## src/sv/bbcm_pkg.sv

```systemverilog
// shared types, constants and codes for the block buffer cache manager
// no dependencies; imported by every module of the block
package bbcm_pkg;

  localparam int BUFFER_COUNT = 64;
  localparam int IDX_W = $clog2(BUFFER_COUNT);
  localparam int CNT_W = $clog2(BUFFER_COUNT + 1);
  localparam int DEV_W = 16;
  localparam int BLK_W = 32;
  localparam int XFL_W = 5;
  localparam int CMD_W = 3;
  localparam int STS_W = 4;
  localparam int IN_DATA_W = 64;
  localparam int OUT_DATA_W = 64;

  typedef enum logic [CMD_W-1:0] {
    CMD_GET       = 3'd0,
    CMD_START_RD  = 3'd1,
    CMD_START_WR  = 3'd2,
    CMD_RELEASE   = 3'd3,
    CMD_COMPLETE  = 3'd4
  } cmd_t;

  typedef enum logic [STS_W-1:0] {
    ST_HIT_VALID  = 4'd0,
    ST_HIT_NVALID = 4'd1,
    ST_ASSIGNED   = 4'd2,
    ST_BUSY       = 4'd3,
    ST_NONE_FREE  = 4'd4,
    ST_WRITEBACK  = 4'd5,
    ST_ACCEPTED   = 4'd6,
    ST_DONE_ERR   = 4'd7,
    ST_FATAL      = 4'd8
  } status_t;

  // entry flag bit positions
  localparam int FB_DIRTY = 0;
  localparam int FB_AGE   = 1;
  localparam int FB_ERROR = 2;
  localparam int FB_ASYNC = 3;
  localparam int FB_CRIT  = 4;
  localparam int FB_VALID = 5;
  localparam int FB_READ  = 6;
  localparam int FB_WRITE = 7;

  typedef struct packed {
    logic [7:0] flags;
    logic       busy;
    logic       wanted;
    logic       done;
  } meta_t;

  // controller to datapath commands
  typedef struct packed {
    logic clr;
    logic load;
    logic match;
    logic rd;
    logic exe;
    logic ins;
  } ctl_t;

  // datapath to controller status
  typedef struct packed {
    logic clr_done;
    logic ld_get;
    logic ld_ok;
    logic none_free;
    logic need_ins;
  } sts_t;

endpackage

```

## src/sv/bbcm_ctrl.sv

```systemverilog
// sequencer for the buffer cache manager: clear sweep, then one transaction at a time
// depends on bbcm_pkg
module bbcm_ctrl import bbcm_pkg::*; (
  input  logic clk,
  input  logic rst_n,
  input  logic in_valid,
  output logic in_ready,
  output logic out_valid,
  input  logic out_ready,
  input  sts_t sts,
  output ctl_t ctl
);

  typedef enum logic [2:0] {
    S_CLR, S_IDLE, S_MATCH, S_RD, S_EXE, S_INS, S_OUT
  } state_t;

  state_t state_r;

  always_ff @(posedge clk) begin
    if (!rst_n) begin
      state_r <= S_CLR;
    end else begin
      case (state_r)
        S_CLR:   if (sts.clr_done) state_r <= S_IDLE;
        S_IDLE: begin
          if (in_valid) begin
            if (sts.ld_get)     state_r <= S_MATCH;
            else if (sts.ld_ok) state_r <= S_RD;
            else                state_r <= S_OUT;
          end
        end
        S_MATCH: state_r <= sts.none_free ? S_OUT : S_RD;
        S_RD:    state_r <= S_EXE;
        S_EXE:   state_r <= sts.need_ins ? S_INS : S_OUT;
        S_INS:   state_r <= S_OUT;
        S_OUT:   if (out_ready) state_r <= S_IDLE;
        default: state_r <= S_CLR;
      endcase
    end
  end

  assign in_ready  = (state_r == S_IDLE);
  assign out_valid = (state_r == S_OUT);

  always_comb begin
    ctl       = '0;
    ctl.clr   = (state_r == S_CLR);
    ctl.load  = (state_r == S_IDLE) && in_valid;
    ctl.match = (state_r == S_MATCH);
    ctl.rd    = (state_r == S_RD);
    ctl.exe   = (state_r == S_EXE);
    ctl.ins   = (state_r == S_INS);
  end

endmodule

```

## config.mk

```make
export PLATFORM = sky130hd
export DESIGN_NAME = bbcm_ctrl
export DESIGN_NICKNAME = d
export VERILOG_FILES = /design/src/sv/bbcm_pkg.sv /design/src/sv/bbcm_ctrl.sv
export SDC_FILE = /design/constraint.sdc
export NUM_CORES = 1
export LEC_CHECK = 0
export ABC_AREA = 1
export BUFFER_PORTS_ARGS = -buffer_cell sky130_fd_sc_hd__buf_2
export CAP_MARGIN = 25
export CORE_AREA = 2 2 39 41
export DETAILED_ROUTE_END_ITERATION = 7
export DIE_AREA = 0 0 41 43
export GPL_TIMING_DRIVEN = 0
export HOLD_SLACK_MARGIN = 0.15
export PLACE_DENSITY = 0.5
export SYNTH_ARGS = -nofsm -noshare
export SYNTH_HDL_FRONTEND = slang
export SYNTH_SLANG_ARGS = --single-unit
```

## constraint.sdc

```tcl
create_clock -name clk -period 2.95 [get_ports clk]
set_clock_uncertainty 0.15 [all_clocks]
set_input_delay 0 -clock clk [delete_from_list [all_inputs] [get_ports clk]]
set_output_delay 0 -clock clk [all_outputs]
set_load 0.02 [all_outputs]
```

-- Word level (Yosys, flattened, before mapping)
Cells that the tools add are included.
- register bits after elaboration: 3
- bits of input ports: 9
- output and inout port bits: 8
- word-level logic and storage cells: 21
- eq/ne operators: 9
- muxes and demuxes: 8
- reductions and logical operators: 3
- operators by type and width (cell ; number):
    3-bit case mux with 7 select lines ; 1
    3-bit 2-to-1 mux ; 6
    3-bit == test, second input constant ; 3
    3-bit by 2-bit == test with 1-bit output, second input constant ; 2
    2-bit inequality test, second input constant ; 2
    3-bit by 1-bit == test with 1-bit output, second input constant ; 1
    3-bit zero test ; 1
    3-bit AND reduction ; 1
    2-bit 2-to-1 mux ; 1
    2-bit by 1-bit inequality test with 1-bit output, second input constant ; 1
    1-bit logical AND ; 1

-- Depth between registers and ports, before layout
- depth after elaboration: 4
- depth in mapped cells: 9

-- Worst setup path before layout
No wires, ideal clock.
- kind: register to register
- start: register state_r[1]
- end: register state_r[2]
- library setup time: 70 ps
- arrival: 1137 ps
- data required time: 2730 ps
- path slack: 1593 ps
- stages on the path, launching flop included: 9
- path buffers: 1
- cell sequence: dfxtp_1 -> buf_4 -> inv_2 -> nand2_2 -> nor2_1 -> a21oi_1 -> nand2_1 -> nand2_1 -> a21oi_1
- RTL lines (item ; line ; source):
    start, declared ; bbcm_ctrl.sv:18 ; state_t state_r;
    start signal, assigned ; bbcm_ctrl.sv:33 ; S_MATCH: state_r <= sts.none_free ? S_OUT : S_RD;
    start signal, assigned ; bbcm_ctrl.sv:35 ; S_EXE: state_r <= sts.need_ins ? S_INS : S_OUT;

-- Worst setup path in the final report
- start: register state_r[2]
- end: register state_r[0]
- cells in the longest elaborated chain, start to end: 3
- RTL lines (item ; line ; source):
    3-bit == test, or another cell as far along ; bbcm_ctrl.sv:24 ; case (state_r)
    2-bit by 1-bit inequality test with 1-bit output (no source line) / 2-bit inequality test (equally long branches) ; n/a ;
    3-bit AND reduction (no source line) ; n/a ;
Parallel ways exist; a longest one is shown, timed or not.
A chain may end at the register's enable or synchronous reset.

==> impl_results.md <==
* Sequential element share of the synthesized area at 0.198
* DR vias/cell at roughly 4.2
* Max-slew headroom at 0.833
* Synth Area in XOR/XNOR at 0
* CP max FO at 8
* Mux cell area share after synthesis at 0
* CTS root buf: clkbuf_4
* Gate Count Post-Synth at 59
* Setup Total Neg Slack at 0 ns
* Crit path capture type: flip-flop
* Post-CTS Setup Repair Bufs at 0
* CP Buf/Inv Count at 2
* Syn avg cell area at 5.13 sq um
* TritonRoute pass-1 iters at 4
* I/O pin cnt at 17
* Die ar. at roughly 1800 sq um
* Most flops, register: state_r
* Detailed placement HPWL at ~650 microns
* Drt initial violations at 7
* Max reg flops at 3
* Num Clock Sinks at 3
* Cts bufs inserted at 3
* GPL Wtd Cong at about 0.79
* Area grow syn2layout at 61.6%
* Slowest CP cell: dlygate4sd3_1
* Status: completed
* Crit path DAT at about 1.9 ns
* Largest registers: state_r: 3 flops
* Delay-heaviest family, CP: buffers and inverters
* FF+latch count, synth at 3
* Clock Tree Buf Depth at 2
* Antenna cell count at 0
* Gr ovfl total at 0
* First-pass GRT wire length at around 1.3 mm
* Post-DRT Antenna Nets at 0
* Vias in the first global route at 376
* Maxcap violations at 0
* Distinct cells, synth at 13
* Post-synthesis simple-gate area fraction at 0.533
* Port Buffers at 16
* Period utilization at 0.639
* PostCTS Resize Cnt at 0
* RSZ-0062 raised after global routing: no
* Main combinational cell family by area after synthesis: simple AND/OR/NAND/NOR gates
* Final Util at 0.354
* Gr usage total at 0.104
* P_leak at around 0.3 nW
* Residual DRC count at 0
* Row count at 14
* Minimum clock period at ~1.9 ns
* CTS tree: built
* Adder-cell share of the synthesized area at 0
* Power Dens Cells at 832 nW/um^2
* Skew-Pair Late Insertion Delay at ~0.23 ns
* Die H at roughly 43 microns
* Initial Util at 0.219
* Final hold violations at 0
* Critical Path Start Type: flip-flop
* Tightest Pin Transition at between 0.2 and 0.3 ns
* Area fraction in compound gates after synthesis at 0.0826
* Core area at around 1400 sq um
* Number of hold-repair buffers added at the cts stage at 6
* Crit-path max cell delay at roughly 0.55 ns
* Ys Warns at 0
* H-tree Lvls at 1
* DR WL/cell at ~8 microns
* Slew Viols, Final at 0
* Final setup fails at 0
* Kind of critical path: reg2reg
* Fill count at 162
* Hold WC Path Type: in2reg
* Max VDD drop at 0.296 mV
* Largest net degree at the start of global routing at 9
* Final wirelength at about 800 microns
* Synthesized area at 303 sq um
* Final net count at between 90 and 100
* Width of the die at 41 microns
* Initial antenna violation count at 0
* Worst-path cell chain: inv_2 > nand3_1 > nor2_1 > nor2_1 > nand2_1 > nand2_1 > a21oi_1 > dlygate4sd3_1
* Routed vias at around 430
* Reg clk slew, reported paths at around 0.040 ns
* Max Freq at approximately 0.53 GHz
* Layout cells sized above 1 at 0.329
* CP required at 2.91 ns
* Synthesized Nets at 68
cell families after synthesis:
kind of cell / count (synthesis)
AND/OR/NAND/NOR: 37
buffers and inverters: 14
AO/OA/AOI/OAI: 5
flip-flops: 3
power breakdown:
group | internal [mW] | leakage, nW | switching [mW]
Sequential | 0.0548 | 0.0246 | 0.0184
Combinational | 0.106 | 0.264 | 0.158
Clock | 0.0506 | 0.0150 | 0.0195
area by class of cell:
class | instances | area (sq um) | share of cell area
well taps | 16 | 20.0 | 0.0409
repair buffers | 22 | 140 | 0.286
clock buffers | 4 | 26.3 | 0.0537
inverters | 13 | 48.8 | 0.0997
multi-input cells | 42 | 186 | 0.381
plain buffers | 1 | 7.51 | 0.0153
flip-flops and latches | 3 | 60.1 | 0.123
metal layers:
layer,track usage,share of wire,vias to the layer above
met5,0,0,-
met4,0.0400,0,0
met3,0.0157,0.035,0
met2,0.178,0.54,8
met1,0.122,0.43,191
li1,-,-,230
layout by cell type (no fill, tap or decap), drive strengths merged:
master,synthesis,final
a21oi,4,4
buf,1,17
nand4,1,1
dlygate4sd3,0,6
inv,13,13
nand3,5,5
o21ai,1,1
nor2,14,14
nand2,16,16
clkbuf,0,4
dfxtp,3,3
nand3b,1,1
final timing paths:
kind                                 from                      end  slack [ns]  cells after the start
setup reg to reg  state_r[2]$_SDFFE_PN0P_  state_r[0]$_SDFFE_PN0P_        1.06                      8
hold reg to reg   state_r[2]$_SDFFE_PN0P_  state_r[0]$_SDFFE_PN0P_        1.13                      4
setup / recovery  state_r[2]$_SDFFE_PN0P_  state_r[0]$_SDFFE_PN0P_        1.06                      8
hold / removal                     sts[0]  state_r[1]$_SDFFE_PN0P_        0.59                      7
synth_stat cells:
cell type,count,area share
nand3_1,5,0.083
nand2_2,1,0.021
nand2_1,15,0.19
dfxtp_1,3,0.20
a21oi_1,4,0.066
nor2_2,3,0.062
buf_4,1,0.025
nand3b_1,1,0.025
o21ai_0,1,0.017
inv_1,9,0.11
nor2_1,11,0.14
inv_2,4,0.050
nand4_1,1,0.021
worst register-to-register path, cell delays in order (launching register included):
cell and delay [ns]:
dfxtp_1 0.44, inv_2 0.12, nand3_1 0.15, nor2_1 0.05, nor2_1 0.12, nand2_1 0.06
nand2_1 0.06, a21oi_1 0.06, dlygate4sd3_1 0.55
through the flow:
stage	hold slack, ns	total power [mW]	instances	worst slack (ns)	area, sq um
finish	0.594	0.407	101	1.06	489
global route	0.635	0.446	101	0.962	489
CTS	0.600	0.412	101	1.08	489
detailed placement	0.118	0.316	91	1.63	403
global placement	0.126	0.315	91	1.65	403
floorplan	-0.00916	0.255	59	1.59	303
Note: power is estimated with default switching activity, not from simulation.
